File: config.mk
export PLATFORM = sky130hd
export DESIGN_NAME = dahdsr_envelope_generator_top
export DESIGN_NICKNAME = d
export VERILOG_FILES = /design/src/hdl/dahdsr_pkg.sv /design/src/hdl/dahdsr_divider.sv /design/src/hdl/dahdsr_envelope_generator_top.sv
export SDC_FILE = /design/constraint.sdc
export NUM_CORES = 2
export LEC_CHECK = 0
export ABC_CLOCK_PERIOD_IN_PS = 14700
export BUFFER_PORTS_ARGS = -buffer_cell sky130_fd_sc_hd__clkbuf_2
export CORE_MARGIN = 3
export CORE_UTILIZATION = 30
export DETAILED_ROUTE_END_ITERATION = 8
export GPL_ROUTABILITY_DRIVEN = 0
export PLACE_DENSITY = 0.46
export SLEW_MARGIN = 20
export SYNTH_ARGS = -nofsm -noshare
export SYNTH_HDL_FRONTEND = slang
export SYNTH_HIERARCHICAL = 1
export SYNTH_SLANG_ARGS = --single-unit
File: constraint.sdc
create_clock -name clock -period 14.7 [get_ports clock]
set_clock_uncertainty 0.15 [all_clocks]
set_input_delay 4.41 -clock clock [delete_from_list [all_inputs] [get_ports clock]]
set_output_delay 4.41 -clock clock [all_outputs]
set_load 0.03 [all_outputs]
File: src/hdl/dahdsr_pkg.sv
// ----------------------------------------------------------------------------
// DAHDSR envelope package
// Shared widths, phase codes, microcode encoding, the microprogram and the
// small level helpers used by the envelope sequencer and its divider.
// ----------------------------------------------------------------------------
package dahdsr_pkg;

   localparam int LEN_W   = 22;              // phase length and sample counter
   localparam int STEP_W  = 10;              // samples per advance request
   localparam int LVL_W   = 16;              // Q1.15 level
   localparam int Q_W     = 15;              // ramp quotient, always below 1.0
   localparam int PROD_W  = LVL_W + LEN_W;   // ramp numerator
   localparam int CNT_W   = $clog2(Q_W + 1); // divider bit counter
   localparam int CODE_W  = 8;               // sustain code
   localparam int IDX_W   = 3;               // register index
   localparam int UPC_W   = 4;               // microprogram address

   localparam logic [LVL_W-1:0] FULL_SCALE = 16'h8000;

   // Envelope phases.
   localparam logic [2:0] PH_OFF     = 3'd0;
   localparam logic [2:0] PH_DELAY   = 3'd1;
   localparam logic [2:0] PH_ATTACK  = 3'd2;
   localparam logic [2:0] PH_HOLD    = 3'd3;
   localparam logic [2:0] PH_DECAY   = 3'd4;
   localparam logic [2:0] PH_SUSTAIN = 3'd5;
   localparam logic [2:0] PH_RELEASE = 3'd6;

   // Request kinds.
   localparam logic [1:0] KIND_TRIGGER = 2'd0;
   localparam logic [1:0] KIND_RELEASE = 2'd1;
   localparam logic [1:0] KIND_ADVANCE = 2'd2;

   // Register indexes.
   localparam logic [IDX_W-1:0] REG_DELAY   = 3'd0;
   localparam logic [IDX_W-1:0] REG_ATTACK  = 3'd1;
   localparam logic [IDX_W-1:0] REG_HOLD    = 3'd2;
   localparam logic [IDX_W-1:0] REG_DECAY   = 3'd3;
   localparam logic [IDX_W-1:0] REG_RELEASE = 3'd4;
   localparam logic [IDX_W-1:0] REG_SUSTAIN = 3'd5;

   // Datapath operations.
   localparam logic [3:0] OP_NOP       = 4'd0;
   localparam logic [3:0] OP_LATCH     = 4'd1;
   localparam logic [3:0] OP_ENTER     = 4'd2;
   localparam logic [3:0] OP_RELEASE   = 4'd3;
   localparam logic [3:0] OP_PARTIAL   = 4'd4;
   localparam logic [3:0] OP_MUL       = 4'd5;
   localparam logic [3:0] OP_DIV_START = 4'd6;
   localparam logic [3:0] OP_RAMP      = 4'd7;
   localparam logic [3:0] OP_XFER      = 4'd8;
   localparam logic [3:0] OP_FLAT      = 4'd9;
   localparam logic [3:0] OP_RESP      = 4'd10;

   // Jump conditions.
   localparam logic [3:0] C_NEXT     = 4'd0;
   localparam logic [3:0] C_ALWAYS   = 4'd1;
   localparam logic [3:0] C_REQ      = 4'd2;
   localparam logic [3:0] C_NO_STEPS = 4'd3;
   localparam logic [3:0] C_FLAT     = 4'd4;
   localparam logic [3:0] C_ENDS     = 4'd5;
   localparam logic [3:0] C_NO_RAMP  = 4'd6;
   localparam logic [3:0] C_DIV_DONE = 4'd7;
   localparam logic [3:0] C_OUT_FREE = 4'd8;

   // Microprogram addresses.
   localparam logic [UPC_W-1:0] U_IDLE      = 4'd0;
   localparam logic [UPC_W-1:0] U_TRIG      = 4'd1;
   localparam logic [UPC_W-1:0] U_REL       = 4'd2;
   localparam logic [UPC_W-1:0] U_ADV       = 4'd3;
   localparam logic [UPC_W-1:0] U_ADV_FLAT  = 4'd4;
   localparam logic [UPC_W-1:0] U_ADV_ENDS  = 4'd5;
   localparam logic [UPC_W-1:0] U_PARTIAL   = 4'd6;
   localparam logic [UPC_W-1:0] U_MUL       = 4'd7;
   localparam logic [UPC_W-1:0] U_DIV_START = 4'd8;
   localparam logic [UPC_W-1:0] U_DIV_WAIT  = 4'd9;
   localparam logic [UPC_W-1:0] U_RAMP      = 4'd10;
   localparam logic [UPC_W-1:0] U_XFER      = 4'd11;
   localparam logic [UPC_W-1:0] U_FLAT      = 4'd12;
   localparam logic [UPC_W-1:0] U_DONE      = 4'd13;

   // One control word: the operation, the jump condition, whether a false
   // condition holds the step counter instead of advancing it, and the target.
   typedef struct packed {
      logic [3:0]       op;
      logic [3:0]       cond;
      logic             hold;
      logic [UPC_W-1:0] target;
   } ctrl_word_type;

   function automatic ctrl_word_type ucode_rom(input logic [UPC_W-1:0] upc);
      ctrl_word_type w;
      case (upc)
         U_IDLE:      w = '{OP_LATCH,     C_REQ,      1'b1, U_IDLE};
         U_TRIG:      w = '{OP_ENTER,     C_ALWAYS,   1'b0, U_DONE};
         U_REL:       w = '{OP_RELEASE,   C_ALWAYS,   1'b0, U_DONE};
         U_ADV:       w = '{OP_NOP,       C_NO_STEPS, 1'b0, U_DONE};
         U_ADV_FLAT:  w = '{OP_NOP,       C_FLAT,     1'b0, U_FLAT};
         U_ADV_ENDS:  w = '{OP_NOP,       C_ENDS,     1'b0, U_XFER};
         U_PARTIAL:   w = '{OP_PARTIAL,   C_NO_RAMP,  1'b0, U_DONE};
         U_MUL:       w = '{OP_MUL,       C_NEXT,     1'b0, U_IDLE};
         U_DIV_START: w = '{OP_DIV_START, C_NEXT,     1'b0, U_IDLE};
         U_DIV_WAIT:  w = '{OP_NOP,       C_DIV_DONE, 1'b1, U_RAMP};
         U_RAMP:      w = '{OP_RAMP,      C_ALWAYS,   1'b0, U_DONE};
         U_XFER:      w = '{OP_XFER,      C_ALWAYS,   1'b0, U_ADV};
         U_FLAT:      w = '{OP_FLAT,      C_ALWAYS,   1'b0, U_DONE};
         U_DONE:      w = '{OP_RESP,      C_OUT_FREE, 1'b1, U_IDLE};
         default:     w = '{OP_NOP,       C_ALWAYS,   1'b0, U_IDLE};
      endcase
      return w;
   endfunction

   // First phase at or after 'from' whose length is not zero; nz holds the
   // non-zero flags of delay, attack, hold and decay in bits 0 to 3.
   function automatic logic [2:0] first_phase(input logic [2:0] from,
                                              input logic [3:0] nz);
      logic [2:0] ph;
      if (from <= PH_DELAY && nz[0]) begin
         ph = PH_DELAY;
      end else if (from <= PH_ATTACK && nz[1]) begin
         ph = PH_ATTACK;
      end else if (from <= PH_HOLD && nz[2]) begin
         ph = PH_HOLD;
      end else if (from <= PH_DECAY && nz[3]) begin
         ph = PH_DECAY;
      end else begin
         ph = PH_SUSTAIN;
      end
      return ph;
   endfunction

   // Sustain level (code * 32768 + 127) / 255. The code * 128 * 255 part is
   // split off, and the small rest is divided by 255 with the exact
   // reciprocal identity for 16-bit values.
   function automatic logic [LVL_W-1:0] sustain_q15(input logic [CODE_W-1:0] code);
      logic [LVL_W-1:0] base;
      logic [LVL_W-1:0] rest;
      logic [LVL_W:0]   t;
      base = {1'b0, code, 7'b0};
      rest = base + 16'd127;
      t    = {1'b0, rest} + {9'b0, rest[15:8]} + 17'd1;
      return base + {7'b0, t[16:8]};
   endfunction

endpackage

File: src/hdl/dahdsr_divider.sv
// ----------------------------------------------------------------------------
// DAHDSR ramp divider
// Restoring divider, one quotient bit per cycle, for ramp numerators whose
// quotient is known to stay below 2^15.
// ----------------------------------------------------------------------------
module dahdsr_divider (
   input  logic                         clock,
   input  logic                         reset,
   input  logic                         start,
   input  logic [dahdsr_pkg::PROD_W-1:0] numer,
   input  logic [dahdsr_pkg::LEN_W-1:0]  denom,
   output logic                         busy,
   output logic [dahdsr_pkg::Q_W-1:0]    quot
);
   import dahdsr_pkg::*;

   logic [LEN_W-1:0] rem_ff,  rem_in;
   logic [LEN_W-1:0] den_ff,  den_in;
   logic [Q_W-1:0]   bits_ff, bits_in;
   logic [Q_W-1:0]   quot_ff, quot_in;
   logic [CNT_W-1:0] cnt_ff,  cnt_in;

   logic [LEN_W:0] trial;
   logic [LEN_W:0] diff;
   logic           fits;

   assign trial = {rem_ff, bits_ff[Q_W-1]};
   assign diff  = trial - {1'b0, den_ff};
   assign fits  = trial >= {1'b0, den_ff};

   always_comb begin
      rem_in  = rem_ff;
      den_in  = den_ff;
      bits_in = bits_ff;
      quot_in = quot_ff;
      cnt_in  = cnt_ff;
      if (start) begin
         // The numerator's upper part is already below the divisor.
         rem_in  = numer[Q_W+LEN_W-1:Q_W];
         bits_in = numer[Q_W-1:0];
         den_in  = denom;
         quot_in = '0;
         cnt_in  = CNT_W'(Q_W);
      end else if (cnt_ff != '0) begin
         rem_in  = fits ? diff[LEN_W-1:0] : trial[LEN_W-1:0];
         bits_in = {bits_ff[Q_W-2:0], 1'b0};
         quot_in = {quot_ff[Q_W-2:0], fits};
         cnt_in  = cnt_ff - 1'b1;
      end
   end

   always_ff @(posedge clock) begin
      if (reset) begin
         cnt_ff <= '0;
      end else begin
         cnt_ff <= cnt_in;
      end
      rem_ff  <= rem_in;
      den_ff  <= den_in;
      bits_ff <= bits_in;
      quot_ff <= quot_in;
   end

   assign busy = cnt_ff != '0;
   assign quot = quot_ff;

endmodule

File: src/hdl/dahdsr_envelope_generator_top.sv
// ----------------------------------------------------------------------------
// DAHDSR envelope generator
// Linear delay-attack-hold-decay-sustain-release envelope run by a small
// microprogram; one response with level and phase for every request.
// ----------------------------------------------------------------------------
//
//   Channel   Direction  Handshake                  Payload
//   req_      in         req_valid / req_ready      req_kind, req_step_count
//   rsp_      out        rsp_valid / rsp_ready      rsp_level_out, rsp_phase_out
//   csr_      in         csr_write_en               csr_index, csr_wdata
//
// A trigger or a release loads its response at the final step, after its
// one datapath step. An advance runs a transfer step for every phase
// boundary it crosses, then a flat step when it ends in off or sustain, a
// counter step when it stops inside delay or hold, or a counter step, a
// multiply, the restoring divider and a ramp step when it stops inside a
// ramp. The worst case is three boundaries and a stop inside decay.
// Requests are taken one at a time: req_ready is high only while the
// microprogram waits at its idle step, entered as the response loads.
// The response register lets the next request in while a response waits;
// that request then stalls at the final step until rsp_ready frees the
// register. Reset clears the envelope to off and the registers to defaults.
//
module dahdsr_envelope_generator_top (
   input  logic                          clock,
   input  logic                          reset,
   input  logic                          req_valid,
   output logic                          req_ready,
   input  logic [1:0]                    req_kind,
   input  logic [dahdsr_pkg::STEP_W-1:0] req_step_count,
   output logic                          rsp_valid,
   input  logic                          rsp_ready,
   output logic [dahdsr_pkg::LVL_W-1:0]  rsp_level_out,
   output logic [2:0]                    rsp_phase_out,
   input  logic                          csr_write_en,
   input  logic [dahdsr_pkg::IDX_W-1:0]  csr_index,
   input  logic [dahdsr_pkg::LEN_W-1:0]  csr_wdata
);
   import dahdsr_pkg::*;

   // Configuration registers.
   logic [LEN_W-1:0]  delay_len_ff, attack_len_ff, hold_len_ff;
   logic [LEN_W-1:0]  decay_len_ff, release_len_ff;
   logic [CODE_W-1:0] sustain_code_ff;

   // Sequencer and envelope state.
   logic [UPC_W-1:0]  upc_ff,       upc_in;
   logic [2:0]        phase_ff,     phase_in;
   logic [LEN_W-1:0]  count_ff,     count_in;
   logic [LVL_W-1:0]  level_ff,     level_in;
   logic [LVL_W-1:0]  rel_level_ff, rel_level_in;
   logic [STEP_W-1:0] steps_ff,     steps_in;
   logic [PROD_W-1:0] prod_ff,      prod_in;

   // Response register.
   logic              rsp_valid_ff, rsp_valid_in;
   logic [LVL_W-1:0]  rsp_level_ff, rsp_level_in;
   logic [2:0]        rsp_phase_ff, rsp_phase_in;

   ctrl_word_type     cw;
   logic              req_accept;
   logic              out_free;
   logic              cond_true;
   logic [UPC_W-1:0]  dispatch;

   logic [3:0]        nz;
   logic [LVL_W-1:0]  sustain_lvl;
   logic [LEN_W-1:0]  len_cur;
   logic [LEN_W:0]    cnt_inc;
   logic [LEN_W-1:0]  need;
   logic              ends_here;
   logic [LVL_W-1:0]  mult_a;
   logic [2:0]        next_phase;

   logic              div_start;
   logic              div_busy;
   logic [Q_W-1:0]    div_quot;

   // The ramp level for the phase just entered.
   function automatic logic [LVL_W-1:0] entry_level(input logic [2:0] ph,
                                                   input logic [LVL_W-1:0] s);
      logic [LVL_W-1:0] lvl;
      case (ph)
         PH_HOLD, PH_DECAY: lvl = FULL_SCALE;
         PH_SUSTAIN:        lvl = s;
         default:           lvl = '0;
      endcase
      return lvl;
   endfunction

   // ------------------------------------------------------------------
   // Configuration writes; an index past the last register is dropped.
   // ------------------------------------------------------------------
   always_ff @(posedge clock) begin
      if (reset) begin
         delay_len_ff    <= '0;
         attack_len_ff   <= '0;
         hold_len_ff     <= '0;
         decay_len_ff    <= '0;
         release_len_ff  <= '0;
         sustain_code_ff <= '1;
      end else if (csr_write_en) begin
         case (csr_index)
            REG_DELAY:   delay_len_ff    <= csr_wdata;
            REG_ATTACK:  attack_len_ff   <= csr_wdata;
            REG_HOLD:    hold_len_ff     <= csr_wdata;
            REG_DECAY:   decay_len_ff    <= csr_wdata;
            REG_RELEASE: release_len_ff  <= csr_wdata;
            REG_SUSTAIN: sustain_code_ff <= csr_wdata[CODE_W-1:0];
            default: ;
         endcase
      end
   end

   // ------------------------------------------------------------------
   // Shared values derived from the state.
   // ------------------------------------------------------------------
   assign cw          = ucode_rom(upc_ff);
   assign req_ready   = upc_ff == U_IDLE;
   assign req_accept  = req_valid && req_ready;
   assign out_free    = !rsp_valid_ff || rsp_ready;
   assign sustain_lvl = sustain_q15(sustain_code_ff);
   assign nz          = {decay_len_ff != '0, hold_len_ff != '0,
                         attack_len_ff != '0, delay_len_ff != '0};
   assign next_phase  = first_phase(phase_ff + 3'd1, nz);

   always_comb begin
      case (phase_ff)
         PH_DELAY:   len_cur = delay_len_ff;
         PH_ATTACK:  len_cur = attack_len_ff;
         PH_HOLD:    len_cur = hold_len_ff;
         PH_DECAY:   len_cur = decay_len_ff;
         PH_RELEASE: len_cur = release_len_ff;
         default:    len_cur = '0;
      endcase
   end

   // Samples left until the current phase ends. The counter stays below the
   // length, so it ends after exactly length - count more samples; a length
   // shrunk under the counter ends the phase on the next sample.
   assign cnt_inc   = {1'b0, count_ff} + 1'b1;
   assign need      = (cnt_inc >= {1'b0, len_cur}) ? LEN_W'(1) : len_cur - count_ff;
   assign ends_here = {{(LEN_W-STEP_W){1'b0}}, steps_ff} >= need;

   // Ramp slope numerator: the span that the ramp covers over its length.
   always_comb begin
      case (phase_ff)
         PH_ATTACK:  mult_a = FULL_SCALE;
         PH_DECAY:   mult_a = FULL_SCALE - sustain_lvl;
         default:    mult_a = rel_level_ff;
      endcase
   end

   // ------------------------------------------------------------------
   // Sequencer: conditional jump, hold, or step to the next control word.
   // ------------------------------------------------------------------
   always_comb begin
      case (req_kind)
         KIND_TRIGGER: dispatch = U_TRIG;
         KIND_RELEASE: dispatch = U_REL;
         KIND_ADVANCE: dispatch = U_ADV;
         default:      dispatch = U_DONE;
      endcase

      case (cw.cond)
         C_ALWAYS:   cond_true = 1'b1;
         C_REQ:      cond_true = req_valid;
         C_NO_STEPS: cond_true = steps_ff == '0;
         C_FLAT:     cond_true = phase_ff inside {PH_OFF, PH_SUSTAIN};
         C_ENDS:     cond_true = ends_here;
         C_NO_RAMP:  cond_true = phase_ff inside {PH_DELAY, PH_HOLD};
         C_DIV_DONE: cond_true = !div_busy;
         C_OUT_FREE: cond_true = out_free;
         default:    cond_true = 1'b0;
      endcase

      if (cond_true) begin
         upc_in = (cw.cond == C_REQ) ? dispatch : cw.target;
      end else if (cw.hold) begin
         upc_in = upc_ff;
      end else begin
         upc_in = upc_ff + 1'b1;
      end
   end

   // ------------------------------------------------------------------
   // Datapath driven by the control word's operation field.
   // ------------------------------------------------------------------
   always_comb begin
      phase_in     = phase_ff;
      count_in     = count_ff;
      level_in     = level_ff;
      rel_level_in = rel_level_ff;
      steps_in     = steps_ff;
      prod_in      = prod_ff;
      rsp_valid_in = rsp_valid_ff && !rsp_ready;
      rsp_level_in = rsp_level_ff;
      rsp_phase_in = rsp_phase_ff;
      div_start    = 1'b0;

      case (cw.op)
         OP_LATCH: begin
            if (req_accept) begin
               steps_in = req_step_count;
            end
         end
         OP_ENTER: begin
            phase_in = first_phase(PH_DELAY, nz);
            count_in = '0;
            level_in = entry_level(first_phase(PH_DELAY, nz), sustain_lvl);
         end
         OP_RELEASE: begin
            // A release while off or already releasing is ignored.
            if (phase_ff != PH_OFF && phase_ff != PH_RELEASE) begin
               rel_level_in = level_ff;
               count_in     = '0;
               if (release_len_ff == '0) begin
                  phase_in = PH_OFF;
                  level_in = '0;
               end else begin
                  phase_in = PH_RELEASE;
               end
            end
         end
         OP_PARTIAL: begin
            // The advance stops inside this phase: move the counter. Hold sets full
            // scale, delay keeps its level, and a ramp leaves it to the ramp steps.
            count_in = count_ff + {{(LEN_W-STEP_W){1'b0}}, steps_ff};
            steps_in = '0;
            if (phase_ff == PH_HOLD) begin
               level_in = FULL_SCALE;
            end
         end
         OP_MUL: begin
            prod_in = PROD_W'(mult_a) * PROD_W'(count_ff);
         end
         OP_DIV_START: begin
            div_start = 1'b1;
         end
         OP_RAMP: begin
            case (phase_ff)
               PH_ATTACK: level_in = {1'b0, div_quot};
               PH_DECAY:  level_in = FULL_SCALE - {1'b0, div_quot};
               default:   level_in = rel_level_ff - {1'b0, div_quot};
            endcase
         end
         OP_XFER: begin
            // The advance runs through to the end of the phase.
            steps_in = steps_ff - need[STEP_W-1:0];
            count_in = '0;
            if (phase_ff == PH_RELEASE) begin
               phase_in = PH_OFF;
               level_in = '0;
            end else begin
               phase_in = next_phase;
               level_in = entry_level(next_phase, sustain_lvl);
            end
         end
         OP_FLAT: begin
            // Off holds zero, sustain follows the current sustain code.
            level_in = (phase_ff == PH_SUSTAIN) ? sustain_lvl : '0;
            steps_in = '0;
         end
         OP_RESP: begin
            if (out_free) begin
               rsp_valid_in = 1'b1;
               rsp_level_in = level_ff;
               rsp_phase_in = phase_ff;
            end
         end
         default: ;
      endcase
   end

   always_ff @(posedge clock) begin
      if (reset) begin
         upc_ff       <= U_IDLE;
         phase_ff     <= PH_OFF;
         count_ff     <= '0;
         level_ff     <= '0;
         rel_level_ff <= '0;
         steps_ff     <= '0;
         rsp_valid_ff <= 1'b0;
      end else begin
         upc_ff       <= upc_in;
         phase_ff     <= phase_in;
         count_ff     <= count_in;
         level_ff     <= level_in;
         rel_level_ff <= rel_level_in;
         steps_ff     <= steps_in;
         rsp_valid_ff <= rsp_valid_in;
      end
      prod_ff      <= prod_in;
      rsp_level_ff <= rsp_level_in;
      rsp_phase_ff <= rsp_phase_in;
   end

   dahdsr_divider u_divider (
      .clock (clock),
      .reset (reset),
      .start (div_start),
      .numer (prod_ff),
      .denom (len_cur),
      .busy  (div_busy),
      .quot  (div_quot)
   );

   assign rsp_valid     = rsp_valid_ff;
   assign rsp_level_out = rsp_level_ff;
   assign rsp_phase_out = rsp_phase_ff;

   // ------------------------------------------------------------------
   // Assertions.
   // ------------------------------------------------------------------

   // The level never goes above full scale.
   a_level_range: assert property (@(posedge clock) disable iff (reset)
      level_ff <= FULL_SCALE)
      else $error("envelope level above full scale");

   // Once off, the envelope sits at zero whenever the sequencer is idle.
   a_off_is_zero: assert property (@(posedge clock) disable iff (reset)
      (upc_ff == U_IDLE && phase_ff == PH_OFF) |-> level_ff == '0)
      else $error("level not zero while off");

   // The divider is never left running when a new request can come in.
   a_div_idle: assert property (@(posedge clock) disable iff (reset)
      (upc_ff == U_IDLE) |-> !div_busy)
      else $error("divider busy at idle step");

   // A new response only appears from the final microprogram step.
   a_rsp_from_done: assert property (@(posedge clock) disable iff (reset)
      $rose(rsp_valid_ff) |-> $past(upc_ff) == U_DONE)
      else $error("response loaded outside the final step");

endmodule
==> impl_metrics.ini <==
[outcome]
status = finished clean

[clock_tree]
insertion_delay_ns = 0.60
postCtsHoldBufs = 0
numCtsBuffers = 44
path_clk_slew_ns = 0.07
postCtsSetupBuffers = 0
ctsResizeCount = 0
cts_max_path_buffers = 3
cts_tree = done
cts-root-buf = clkbuf_16
cts.htree.levels = 2
cts_sinks = 337

[floorplanning]
num_rows = 117
die_y_um = 328
coreArea_mm2 = 0.102
num_io_pins = 63
die_area_mm2 = 0.108
initial_core_util_pct = 30.4
die_x_um = 328

[timing]
worst_slew_pin_slew_ns = 1.09
final-max-slew-violation-count = 0
relSlewSlack_pct = 26.7
setup_violations = 0
hold_viol = 0
whs_ns = 0.288
rsz0062_at_grt = no
timing.final.crit_period_ns = 9.74
tns_ns = 0
fmax_mhz = 103
fin_crit_sh_pct = 66.3

[route]
vias = 25741
routed_wirelength_mm = 106
first_iter_violations = 1952
ant_nets = 0
drt_first_pass_iters = 5
wl_per_cell_um = 20.9
drc = 0
routed_via_density = 5.08

[setup_path]
critPathMaxFanout = 29
slowest_delay_ns = 0.72
critical_path_class = reg -> reg
worst_setup_path_start_kind = flop
critical_path_required_ns = 14.86
critPathCaptureType = flop
cp_slowest_cell = nor2_1
crit_arrival_ns = 9.91
cp_common_cell = fa_1

[global_route]
gr-total-overflow = 0
grt_pass1_vias = 25751
antenna_found_initial = 2
grt_max_degree = 88
grt_pass1_wl_mm = 163
grt_use_total_pct = 19.7

[finish]
nets = 4226
area_growth_pct = 10.6
drive_gt1_share_pct = 7.13
layout_common_cells = 693 x nand2_1, 470 x inv_1, 283 x fa_1, 255 x a21oi_1, 234 x ha_1
largest_reg_flops = 37
layout_commonest_cell = nand2_1
instances_no_fill = 5071
regMostFlops = prod_ff

[placement]
post-dp-hpwl_mm = 79.2
placed_cells = 4988
portBuffers = 62

[power]
powerDensity_mw_per_mm2 = 128
leakagePower_nw = 15.1
vdd_drop_max_mv = 0.103
fin_total_pwr_w = 0.00439

[synthesis]
syn_area_mm2 = 0.0311
syn_nets = 4248
avgSynthCellArea_um2 = 8.43
synthCells = 3689
synth-warning-count = 6

[worst_hold_path]
hold_path.class = reg -> reg

[run]
drv_cap = 0
-- layer usage --
metal  vias to the layer above  routed length (µm)  track usage, %
li1                      12164                   -               -
met1                     12762               50800            28.9
met2                       695               47500            31.3
met3                       120                5350            2.06
met4                         0                2090            4.25
met5                         -                   0               0
-- path summary, 6_finish.rpt --
kind | slack [ns] | startpoint | to | cells after the start
setup / recovery | 4.96 | phase_ff[0] | prod_ff[36] | 29
setup reg to reg | 4.96 | phase_ff[0] | prod_ff[36] | 29
hold / removal | 0.29 | level_ff[12] | rsp_level_out[12] | 0
hold reg to reg | 0.29 | level_ff[12] | rsp_level_out[12] | 0
-- stage by stage --
step                util (%)  area (µm²)  setup slack [ns]
finish                  33.6       34400              4.96
global route            33.6       34400              4.23
CTS                     33.6       34400              4.99
detailed placement      32.2       32900              5.04
global placement        32.2       32900              4.99
floorplan                  -       31100              6.19
-- layout make-up --
| cell class | count | area [µm²] |
|---|---|---|
| clock inverters | 17 | 190 |
| repair buffers | 121 | 759 |
| flip-flops and latches | 337 | 7900 |
| diodes | 2 | 5.00 |
| clock buffers | 63 | 1270 |
| multi-input cells | 2690 | 20800 |
| inverters | 473 | 1780 |
| well taps | 1368 | 1710 |
| fillers | 10709 | 67900 |
-- worst max-delay path, delay by kind of cell, from the launching register on --
family,cells,cell delay [ns]
and+or+nand+nor,7,2.00
xor gates and xnor gates,1,0.15
DFF,1,0.48
buffers and inverters,5,0.56
adders and majority gates,8,3.80
AOI/OAI and AO/OA,8,2.27
-- where the power goes --
part           switching, W  internal, W  total, W  leakage (nW)
combinational       0.00126     0.000689   0.00195          11.5
sequential         0.000145      0.00118   0.00133          2.88
clock              0.000454     0.000657   0.00111         0.720
total               0.00186      0.00253   0.00439          15.1
No activity file was read; power rests on OpenSTA's default activity.
